File: src/hw/rtl/lnps_pkg.sv
package lnps_pkg;

  localparam int STACK_DEPTH_DEF = 32;

  localparam logic CMD_PRESS   = 1'b0;
  localparam logic CMD_RELEASE = 1'b1;

  localparam logic [1:0] ST_OK        = 2'd0;
  localparam logic [1:0] ST_FULL      = 2'd1;
  localparam logic [1:0] ST_NOT_FOUND = 2'd2;

  typedef struct packed {
    logic        command;
    logic [6:0]  note_number;
    logic [23:0] pitch_freq;
    logic [7:0]  key_velocity;
  } lnps_in_t;

  typedef struct packed {
    logic        sounding;
    logic [6:0]  top_note;
    logic [23:0] top_freq;
    logic [7:0]  top_velocity;
    logic [5:0]  held_count;
    logic [1:0]  status;
  } lnps_out_t;

  typedef struct packed {
    logic [6:0]  note;
    logic [23:0] freq;
    logic [7:0]  vel;
  } lnps_entry_t;

  // controller -> datapath
  typedef struct packed {
    logic load_item;
    logic push;
    logic set_full;
    logic set_nf;
    logic scan_start;
    logic scan_step;
    logic shift_start;
    logic shift_step;
    logic dec;
    logic top_rd;
    logic out_load;
  } lnps_cmd_t;

  // datapath -> controller
  typedef struct packed {
    logic is_press;
    logic cnt_zero;
    logic cnt_full;
    logic match;
    logic scan_miss;
    logic shift_done;
  } lnps_sts_t;

endpackage

File: src/hw/rtl/last_note_priority_stack.sv
// Held-note stack for a monophonic voice with last-note priority. Each input
// word is a press (push note, frequency, velocity on top) or a release (drop
// the oldest entry with that note and close the gap, order kept). Every word
// answers with exactly one result word: the top entry, whether a note sounds,
// the count held and a status (ok, press dropped because the stack is full,
// released note not found). Frequency is Q14.10 and velocity 0..255; both
// pass through unchanged. Items are handled one at a time. The entry memory
// has one read and one write port, so the search walks one entry per cycle
// from the bottom and the gap closes one entry per cycle after the hit. A
// new word is accepted the cycle after a result is loaded, even while that
// result still waits in the output register; the next result then holds
// until that register frees up. Entries need no clearing after reset: only
// entries below the count are ever read. With STACK_DEPTH above 63,
// held_count carries the low 6 bits of the count.
module last_note_priority_stack #(
  parameter int STACK_DEPTH = lnps_pkg::STACK_DEPTH_DEF
) (
  input  logic               clk,
  input  logic               rst_n,
  input  logic               in_valid,
  output logic               in_ready,
  input  lnps_pkg::lnps_in_t in_data,
  output logic               out_valid,
  input  logic               out_ready,
  output lnps_pkg::lnps_out_t out_data
);
  import lnps_pkg::*;

  lnps_cmd_t cmd;
  lnps_sts_t sts;

  // sequencer: dispatch, scan, shift, top read, result handoff
  lnps_ctrl u_ctrl (
    .clk       (clk),
    .rst_n     (rst_n),
    .in_valid  (in_valid),
    .in_ready  (in_ready),
    .out_valid (out_valid),
    .out_ready (out_ready),
    .sts       (sts),
    .cmd       (cmd)
  );

  // entry memory, count, scan pointers and the output register
  lnps_datapath #(
    .STACK_DEPTH (STACK_DEPTH)
  ) u_dp (
    .clk      (clk),
    .rst_n    (rst_n),
    .in_data  (in_data),
    .cmd      (cmd),
    .sts      (sts),
    .out_data (out_data)
  );

  // one word in flight: ready drops right after an accept
  a_one_in_flight : assert property (@(posedge clk) disable iff (!rst_n)
    (in_valid && in_ready) |=> !in_ready)
    else $error("input accepted while a word is in flight");

  // a dropped press means the stack is full, so something sounds
  a_full_sounds : assert property (@(posedge clk) disable iff (!rst_n)
    (out_valid && out_data.status == ST_FULL) |-> out_data.sounding)
    else $error("full status with nothing sounding");

  // silent result carries a zeroed top entry
  a_empty_zero : assert property (@(posedge clk) disable iff (!rst_n)
    (out_valid && !out_data.sounding) |->
      (out_data.top_note == '0 && out_data.top_freq == '0 &&
       out_data.top_velocity == '0))
    else $error("empty stack reports a nonzero top entry");

  // the unused status code never leaves the block
  a_status_code : assert property (@(posedge clk) disable iff (!rst_n)
    out_valid |-> (out_data.status == ST_OK || out_data.status == ST_FULL ||
                   out_data.status == ST_NOT_FOUND))
    else $error("undefined status code");

endmodule

File: src/hw/rtl/lnps_datapath.sv
module lnps_datapath #(
  parameter int STACK_DEPTH = lnps_pkg::STACK_DEPTH_DEF
) (
  input  logic                clk,
  input  logic                rst_n,
  input  lnps_pkg::lnps_in_t  in_data,
  input  lnps_pkg::lnps_cmd_t cmd,
  output lnps_pkg::lnps_sts_t sts,
  output lnps_pkg::lnps_out_t out_data
);
  import lnps_pkg::*;

  localparam int AW = $clog2(STACK_DEPTH);
  localparam int CW = $clog2(STACK_DEPTH + 1);

  lnps_entry_t mem [STACK_DEPTH];

  lnps_in_t    item_r, item_nxt;
  logic [CW-1:0] cnt_r, cnt_nxt;
  logic [CW-1:0] idx_r, idx_nxt;
  logic        rd_vld_r, rd_vld_nxt;
  logic [AW-1:0] rd_addr_r, rd_addr_nxt;
  lnps_entry_t rd_data_r;
  logic [1:0]  status_r, status_nxt;
  lnps_out_t   out_r, out_nxt;

  logic [CW-1:0] cnt_m1;
  logic          cnt_zero;
  logic          issue;
  logic          rd_en;
  logic [AW-1:0] rd_addr;
  logic          wr_en;
  logic [AW-1:0] wr_addr;
  lnps_entry_t   wr_data;
  logic          match;

  assign cnt_m1   = cnt_r - 1'b1;
  assign cnt_zero = (cnt_r == '0);
  assign issue    = (cmd.scan_step || cmd.shift_step) && (idx_r < cnt_r);
  assign rd_en    = issue || (cmd.top_rd && !cnt_zero);
  assign rd_addr  = cmd.top_rd ? cnt_m1[AW-1:0] : idx_r[AW-1:0];
  assign wr_en    = cmd.push || (cmd.shift_step && rd_vld_r);
  assign wr_addr  = cmd.push ? cnt_r[AW-1:0] : AW'(rd_addr_r - 1'b1);
  assign match    = rd_vld_r && (rd_data_r.note == item_r.note_number);

  always_comb begin
    wr_data = rd_data_r;
    if (cmd.push) begin
      wr_data.note = item_r.note_number;
      wr_data.freq = item_r.pitch_freq;
      wr_data.vel  = item_r.key_velocity;
    end
  end

  always_ff @(posedge clk) begin
    if (wr_en) begin
      mem[wr_addr] <= wr_data;
    end
    if (rd_en) begin
      rd_data_r <= mem[rd_addr];
    end
  end

  always_comb begin
    item_nxt    = item_r;
    cnt_nxt     = cnt_r;
    idx_nxt     = idx_r;
    rd_vld_nxt  = rd_vld_r;
    rd_addr_nxt = rd_addr_r;
    status_nxt  = status_r;
    out_nxt     = out_r;
    if (cmd.load_item) begin
      item_nxt   = in_data;
      status_nxt = ST_OK;
    end
    if (cmd.set_full) begin
      status_nxt = ST_FULL;
    end
    if (cmd.set_nf) begin
      status_nxt = ST_NOT_FOUND;
    end
    if (cmd.push) begin
      cnt_nxt = cnt_r + 1'b1;
    end
    if (cmd.dec) begin
      cnt_nxt = cnt_m1;
    end
    if (cmd.scan_start) begin
      idx_nxt    = '0;
      rd_vld_nxt = 1'b0;
    end
    if (cmd.shift_start) begin
      idx_nxt    = CW'(rd_addr_r) + 1'b1;
      rd_vld_nxt = 1'b0;
    end
    if (cmd.scan_step || cmd.shift_step) begin
      rd_vld_nxt = issue;
      if (issue) begin
        rd_addr_nxt = idx_r[AW-1:0];
        idx_nxt     = idx_r + 1'b1;
      end
    end
    if (cmd.out_load) begin
      out_nxt.sounding     = !cnt_zero;
      out_nxt.top_note     = cnt_zero ? '0 : rd_data_r.note;
      out_nxt.top_freq     = cnt_zero ? '0 : rd_data_r.freq;
      out_nxt.top_velocity = cnt_zero ? '0 : rd_data_r.vel;
      out_nxt.held_count   = 6'(cnt_r);
      out_nxt.status       = status_r;
    end
  end

  always_ff @(posedge clk) begin
    if (!rst_n) begin
      cnt_r    <= '0;
      rd_vld_r <= 1'b0;
    end else begin
      cnt_r    <= cnt_nxt;
      rd_vld_r <= rd_vld_nxt;
    end
    item_r    <= item_nxt;
    idx_r     <= idx_nxt;
    rd_addr_r <= rd_addr_nxt;
    status_r  <= status_nxt;
    out_r     <= out_nxt;
  end

  always_comb begin
    sts.is_press   = (item_r.command == CMD_PRESS);
    sts.cnt_zero   = cnt_zero;
    sts.cnt_full   = (cnt_r == CW'(STACK_DEPTH));
    sts.match      = match;
    sts.scan_miss  = rd_vld_r && !match && (rd_addr_r == cnt_m1[AW-1:0]);
    sts.shift_done = !rd_vld_r && (idx_r >= cnt_r);
  end

  assign out_data = out_r;

endmodule

File: src/hw/rtl/lnps_ctrl.sv
module lnps_ctrl (
  input  logic                clk,
  input  logic                rst_n,
  input  logic                in_valid,
  output logic                in_ready,
  output logic                out_valid,
  input  logic                out_ready,
  input  lnps_pkg::lnps_sts_t sts,
  output lnps_pkg::lnps_cmd_t cmd
);
  import lnps_pkg::*;

  localparam logic [2:0] S_IDLE  = 3'd0;
  localparam logic [2:0] S_DISP  = 3'd1;
  localparam logic [2:0] S_SCAN  = 3'd2;
  localparam logic [2:0] S_SHIFT = 3'd3;
  localparam logic [2:0] S_TOP   = 3'd4;
  localparam logic [2:0] S_FIN   = 3'd5;

  logic [2:0] state_r, state_nxt;
  logic       out_vld_r, out_vld_nxt;

  assign in_ready  = (state_r == S_IDLE);
  assign out_valid = out_vld_r;

  always_comb begin
    state_nxt = state_r;
    cmd       = '0;
    case (state_r)
      S_IDLE: begin
        if (in_valid) begin
          cmd.load_item = 1'b1;
          state_nxt     = S_DISP;
        end
      end
      S_DISP: begin
        if (sts.is_press) begin
          if (sts.cnt_full) begin
            cmd.set_full = 1'b1;
          end else begin
            cmd.push = 1'b1;
          end
          state_nxt = S_TOP;
        end else if (sts.cnt_zero) begin
          cmd.set_nf = 1'b1;
          state_nxt  = S_TOP;
        end else begin
          cmd.scan_start = 1'b1;
          state_nxt      = S_SCAN;
        end
      end
      S_SCAN: begin
        if (sts.match) begin
          cmd.shift_start = 1'b1;
          state_nxt       = S_SHIFT;
        end else if (sts.scan_miss) begin
          cmd.set_nf = 1'b1;
          state_nxt  = S_TOP;
        end else begin
          cmd.scan_step = 1'b1;
        end
      end
      S_SHIFT: begin
        if (sts.shift_done) begin
          cmd.dec   = 1'b1;
          state_nxt = S_TOP;
        end else begin
          cmd.shift_step = 1'b1;
        end
      end
      S_TOP: begin
        cmd.top_rd = 1'b1;
        state_nxt  = S_FIN;
      end
      S_FIN: begin
        if (!out_vld_r || out_ready) begin
          cmd.out_load = 1'b1;
          state_nxt    = S_IDLE;
        end
      end
      default: begin
        state_nxt = S_IDLE;
      end
    endcase
  end

  always_comb begin
    out_vld_nxt = out_vld_r;
    if (out_vld_r && out_ready) begin
      out_vld_nxt = 1'b0;
    end
    if (cmd.out_load) begin
      out_vld_nxt = 1'b1;
    end
  end

  always_ff @(posedge clk) begin
    if (!rst_n) begin
      state_r   <= S_IDLE;
      out_vld_r <= 1'b0;
    end else begin
      state_r   <= state_nxt;
      out_vld_r <= out_vld_nxt;
    end
  end

endmodule

File: config.mk
export PLATFORM = sky130hd
export DESIGN_NAME = last_note_priority_stack
export DESIGN_NICKNAME = d
export VERILOG_FILES = /design/src/hw/rtl/lnps_pkg.sv /design/src/hw/rtl/last_note_priority_stack.sv /design/src/hw/rtl/lnps_datapath.sv /design/src/hw/rtl/lnps_ctrl.sv
export SDC_FILE = /design/constraint.sdc
export NUM_CORES = 2
export LEC_CHECK = 0
export ABC_AREA = 1
export BUFFER_PORTS_ARGS = -buffer_cell sky130_fd_sc_hd__clkbuf_2
export CAP_MARGIN = 40
export CORE_UTILIZATION = 40
export DETAILED_ROUTE_END_ITERATION = 7
export PLACE_DENSITY = 0.61
export SYNTH_ARGS = -nofsm -noshare
export SYNTH_HDL_FRONTEND = slang
export SYNTH_SLANG_ARGS = --single-unit
File: constraint.sdc
create_clock -name clk -period 5.33 [get_ports clk]
set_input_delay 0.533 -clock clk [delete_from_list [all_inputs] [get_ports clk]]
set_output_delay 0.533 -clock clk [all_outputs]
set_load 0.02 [all_outputs]
# Yosys cells after proc, flatten, opt, wreduce, memory -nomap -nowiden
# Memories as Yosys holds them, arrays and structs flattened. A register that Yosys moved wholly into a read port is not among the register bits.
# Index checks and enable logic that the tools add are counted.
# op_classes
muxes	49
n_eq_ne	12
magnitude_cmp	2
n_addsub	5
reduce_logical	24
# op_table
cell	n
2-to-1 mux 39 bit	1
2-to-1 mux 6 bit	6
2-to-1 mux 1 bit	24
2-to-1 mux 3 bit	7
one-hot mux 3 bit (6 select lines)	1
2-to-1 mux 2 bit	7
adder 6 x 1 -> 6 bit, second input constant	2
2-to-1 mux 5 bit	2
logical AND 1 bit	8
== test 7 bit	1
adder 5 x 1 -> 6 bit, second input constant	1
== test 3 x 2 -> 1 bit, second input constant	2
== test 3 bit, second input constant	2
== test 6 bit, second input constant	1
greater-or-equal comparator 6 bit	1
zero test 6 bit	1
< comparator 6 bit	1
nonzero test 2 bit	3
subtractor 6 x 1 -> 6 bit, second input constant	1
== test 5 bit	1
subtractor 5 x 1 -> 5 bit, second input constant	1
zero test 1 bit	4
logical OR 1 bit	4
!= test 2 bit, second input constant	2
other kinds (8)	8
# word_totals
out_inout_bits	50
ff_bits	112
ram_bits	1248
n_memories	1
# memory_table
name	depth	width	read_ports	rd_ports_with_merged_regs	wr	line	rtl
u_dp.mem	32	39	1	1	1	lnps_datapath.sv:16	lnps_entry_t mem [STACK_DEPTH];

# Logic depth before layout (Yosys ltp)
# logic_depth
word_depth	12
ltp_mapped	15
depth_no_buf	15

# Cells and area by module
# From an unflattened synthesis, not the netlist that was laid out.
# unflattened
hier_cells	5974
hier_area_um2	61630.4
# by_module_without_submodules
module	seq_area_each_um2	instances	cells_each	area_per_inst_um2
lnps_datapath	41740.0	1	5906	61252.5
lnps_ctrl	80.1	1	68	377.9

# Least setup slack after synthesis
# No wires, ideal clock.
# synth_path
path_kind	register -> register
start	register u_dp.cnt_r[0]
end	register, netlist name u_dp.rd_data_r[0]
path_buffers	0
arrival_ps	3847
period_less_slack_ps	4336
setup_ps	489
stages_incl_launch_ff	6
setup_slack_ps	994
cell_sequence	dfxtp_1 inv_2 ha_1 nand3_1 nor2_1 o21ai_0
# synth_via
elab_chain_cells	9
elab_cells_between_ends	18
cone_classes	add/sub: 1; order compare: 2; eq/ne: 1; mux: 6; reduce/logical: 8
# synth_rtl
item	line	rtl
start, declared	lnps_datapath.sv:19	logic [CW-1:0] cnt_r, cnt_nxt;
start signal, assigned	lnps_datapath.sv:118	cnt_r <= cnt_nxt;
subtractor 6 x 1 -> 6 bit	lnps_datapath.sv:37	assign cnt_m1 = cnt_r - 1'b1;
== test 5 bit	lnps_datapath.sv:133	sts.scan_miss = rd_vld_r && !match && (rd_addr_r == cnt_m1[AW-1:0]);
logical AND 1 bit	lnps_datapath.sv:133	
2-to-1 mux 1 bit	lnps_ctrl.sv:56	end else if (sts.scan_miss) begin
2-to-1 mux 1 bit	lnps_ctrl.sv:53	if (sts.match) begin
2-to-1 mux 2 bit	lnps_ctrl.sv:29	case (state_r)
logical OR 1 bit	lnps_datapath.sv:39	assign issue = (cmd.scan_step || cmd.shift_step) && (idx_r < cnt_r);
logical AND 1 bit	lnps_datapath.sv:39	
logical OR 1 bit *	lnps_datapath.sv:40	assign rd_en = issue || (cmd.top_rd && !cnt_zero);
net u_dp.rd_en	lnps_datapath.sv:30	logic rd_en;
# The timed path passes the listed nets; every way through them passes the cells marked *.
# A chain may end at the register's enable or synchronous reset.

# Final worst setup path
# layout_path
start	register u_dp.cnt_r[0]
end	memory u_dp.mem[28][15] (netlist name) (enable)
# layout_via
elab_chain_cells	8
elab_cells_between_ends	13
cone_classes	order compare: 1; eq/ne: 1; mux: 8; reduce/logical: 3
# layout_rtl
item	line	rtl
greater-or-equal comparator 6 bit	lnps_datapath.sv:134	sts.shift_done = !rd_vld_r && (idx_r >= cnt_r);
logical AND 1 bit	lnps_datapath.sv:134	
2-to-1 mux 1 bit	lnps_ctrl.sv:64	if (sts.shift_done) begin
2-to-1 mux 2 bit	lnps_ctrl.sv:29	
logical AND 1 bit	lnps_datapath.sv:42	assign wr_en = cmd.push || (cmd.shift_step && rd_vld_r);
logical OR 1 bit	lnps_datapath.sv:42	
2-to-1 mux 1 bit	lnps_datapath.sv:56	if (wr_en) begin
2-to-1 mux 1 bit (not written as such)	lnps_datapath.sv:57	mem[wr_addr] <= wr_data;
end, declared	lnps_datapath.sv:16	
# Several ways; a longest one is shown, not always the timed one.

==> parameters.txt <==
Parameter                              Value

Status
  Status ... finished clean

Clock network
  Clock insertion delay at the later pin of the skew report ... around 0.78 ns
  Post-CTS clock slew at the launch and capture registers of the worst setup and hold paths ... around 0.06 ns
  TritonCTS clock tree ... done
  Clock root buffer ... sky130_fd_sc_hd__clkbuf_16
  # resized after CTS ... 0
  Setup Buffers After CTS ... 0
  Number of buffers created by CTS ... 143
  Number of buffers added to fix hold violations after cts ... 40
  Number of clock sinks ... ~1400
  Total number of H-tree levels ... 4
  CTS max path bufs ... 3

Floorplanning
  Initial Utilization ... 0.4037
  Placeable core region ... roughly 0.15 mm^2
  Placement Rows ... 142
  Boundary pin count ... 94
  Total die area ... roughly 0.15 mm^2
  Die outline width ... around 400 um
  Die span in y ... 391.0 um

Timing
  Setup repair after global routing missed its margin ... false
  Slew margin rel. ... 0.1889
  Min Hold Slack ... 0.1462 ns
  Final hold vios ... 0
  Final worst-path cycle share ... 0.7773
  Setup clock skew after layout ... slightly above 0.03 ns
  Setup slack after layout ... about 1.2 ns
  Clock period minus final worst setup slack ... about 4.1 ns
  Transition time at the pin with the least slew margin ... about 1.2 ns
  Final setup vio count ... 0
  Setup TNS Final ... 0 ns
  Max-slew violation total from the final report ... 0
  Highest clock rate ... 241.4 MHz

Logic synthesis
  Predominant post-synthesis flop cell ... sky130_fd_sc_hd__edfxtp_1
  Number of enable flip-flop cells after synthesis ... ~1400
  Area share of the largest cell type after synthesis ... 0.6845
  Syn nets ... just under 6000
  Post-synthesis area per instance ... around 10 um^2
  Largest area contributor in the synthesized netlist ... sky130_fd_sc_hd__edfxtp_1
  Count of mapped cells out of synthesis ... 5888
  Fraction of the yosys area taken by sequential cells ... 0.6908
  Yosys reg bits ... between 1000 and 1500
  Cell types with the largest area share after synthesis ... sky130_fd_sc_hd__edfxtp_1 (68%), sky130_fd_sc_hd__nand2_1 (12%), sky130_fd_sc_hd__nand3_1 (8.3%)
  Proportion of synthesized flip-flops having asynchronous set or reset ... 0
  Yosys warnings ... 0
  Count of different cell masters after synthesis ... 32
  Combined area of all synthesized cells ... just over 0.06 mm^2

Global routing
  Number of antenna violations at the first check in global routing ... 0
  Largest net degree at the start of global routing ... between 150 and 200
  Via count of the first global-routing pass ... roughly 38000
  Overall global routing resource usage ... 0.2161
  Total congestion overflow ... 0
  Global-route wire length before repair ... about 250000 um

Worst setup path
  Startpoint class of the critical path ... flip-flop
  CP required ... approximately 5.8 ns
  Largest fanout of any net on the critical path ... 19
  Arrival time of the worst setup path ... 4.58 ns
  Category of the critical setup timing path ... flip-flop to flip-flop
  Critical Path Sink Type ... flip-flop

Job
  Max capacitance violation total ... 0

Cells and area
  Final instance area ... slightly below 0.07 mm^2
  Area delta synth->final ... 14.08%
  Final net count ... between 6000 and 7000
  Fill cells ... around 14000
  Leading cell type in the layout, fill and taps excluded ... sky130_fd_sc_hd__nand2_1
  Highest-count cells in the layout ignoring fill and taps ... sky130_fd_sc_hd__nand2_1 (1922), sky130_fd_sc_hd__edfxtp_1 (1380), sky130_fd_sc_hd__inv_1 (1108)
  Antenna fix cells ... 0
  Final core utilization ... 0.4605
  Fraction of layout instances using a drive strength above 1 ... 0.07858
  Final standard cell count with taps included and fillers excluded ... 8150

Detailed routing
  Detailed Routing Iterations Pass 1 ... 5
  Remaining antenna violation count after routing ... 0
  Final wirelength ... ~170000 um
  Vias after detailed routing ... just over 40000
  Via-per-instance ratio ... approximately 5.0
  Routed wire length per instance ... 20.37 um
  Detailed router's first-iteration violation count ... 4149
  Number of DRC violations after detailed routing ... 0

Power
  Int Power ... roughly 23 mW
  Leakage power of the design ... just under 30 nW
  Seq pwr share ... 0.363
  Switching part of the total ... 0.3984
  Clock share of power ... 0.249
  Peak supply drop ... ~0.52 mV
  Power consumption ... 38.89 mW
  Power share of the combinational group ... 0.389
  Switching power of the nets ... 15.49 mW
  Power density of the placed cells ... 563.2 mW/mm^2

Placement
  Detailed placer's ending HPWL ... between 90000 and 100000 um
  Post-Place Worst Slack ... ~1.3 ns
  Number of placed instances with taps included ... 7857
  Cell Area, Placed ... ~0.064 mm^2
  RD Place Congestion ... approximately 0.87
  Number of port buffers ... between 90 and 100

Hold path
  HP Class ... input port to flip-flop
==> cell usage after synthesis (all sizes together) (2+ instances only) <==
cell,instances
a21oi,15
buf,229
clkbuf,51
dfxtp,19
edfxtp,1380
ha,11
inv,1119
nand2,1924
nand3,1009
nand4,3
nor2,62
nor3,8
o21ai,35
o221ai,2
o22ai,3
or2,2
xnor2,5
xor2,7
==> layout make-up <==
class	instances	area, um^2	area share
clock buffer	183	3856	0.05584
timing repair buffer	273	2550	0.03693
tap	2016	2522	0.03653
sequential	1399	41820	0.6056
clock inverter	70	585.6	0.008479
multi-input combinational	3090	13510	0.1956
inverter	1119	4215	0.06104
==> routing by layer <==
layer	vias up	part of all wire	global-route usage	wire, um
met1	19650	0.44	0.2997	72420
met4	0	0.024	0.06353	3960
li1	19230	-	-	-
met2	1517	0.47	0.3518	77600
met3	234	0.072	0.03120	12030
met5	-	0	0	0
==> critical path: stages, from the launching register on <==
cell,delay [ns]
sky130_fd_sc_hd__dfxtp_1,0.58
sky130_fd_sc_hd__inv_2,0.15
sky130_fd_sc_hd__ha_1,0.29
sky130_fd_sc_hd__nand3_1,0.19
sky130_fd_sc_hd__nor2_1,0.09
sky130_fd_sc_hd__nor2_4,0.21
sky130_fd_sc_hd__inv_2,0.23
sky130_fd_sc_hd__o21ai_1,0.27
sky130_fd_sc_hd__nand2_1,0.55
sky130_fd_sc_hd__nor2_4,0.83
sky130_fd_sc_hd__buf_4,0.42
==> final timing paths <==
kind | slack, ns | depth (start not counted) | from | to
worst max-delay path | 1.19 | 10 | u_dp.cnt_r[0] | u_dp.mem[28][15]
worst min-delay path | 0.15 | 3 | rst_n | u_dp.cnt_r[5]
worst max register to register | 1.19 | 10 | u_dp.cnt_r[0] | u_dp.mem[28][15]
worst min register to register | 0.44 | 0 | u_dp.status_r[1] | u_dp.out_data[1]
==> registers in the layout, summed over array words and instances, names as in the netlist, 3 cells and up <==
signal	cells
u_dp.mem	1248
u_dp.item_r	40
u_dp.rd_addr_r	5
u_dp.out_data	48
u_ctrl.state_r	3
u_dp.idx_r	6
u_dp.cnt_r	6
u_dp.rd_data_r	39
==> power by group through the flow <==
stage | registers, mW | logic (mW) | clock network [mW]
after floorplan | 14.2 | 9.53 | 0
after global placement | 14.4 | 14.6 | 0
after detailed placement | 14.3 | 15.0 | 0
after CTS | 14.1 | 15.1 | 9.82
after global routing | 14.1 | 16.5 | 10.2
final | 14.1 | 15.1 | 9.67
==> logic make-up (layout without fill, tap and decap cells) <==
group                      after synthesis  after routing  synth area share
and+or+nand+nor                       3009           3009            0.2081
DFF                                   1399           1399            0.6908
buffers and inverters                 1399           1645           0.09158
AOI/OAI and AO/OA                       58             58          0.005457
xor gates and xnor gates                12             12          0.001736
adders and majority gates               11             11          0.002273
No activity file was read; power rests on OpenSTA's default activity.
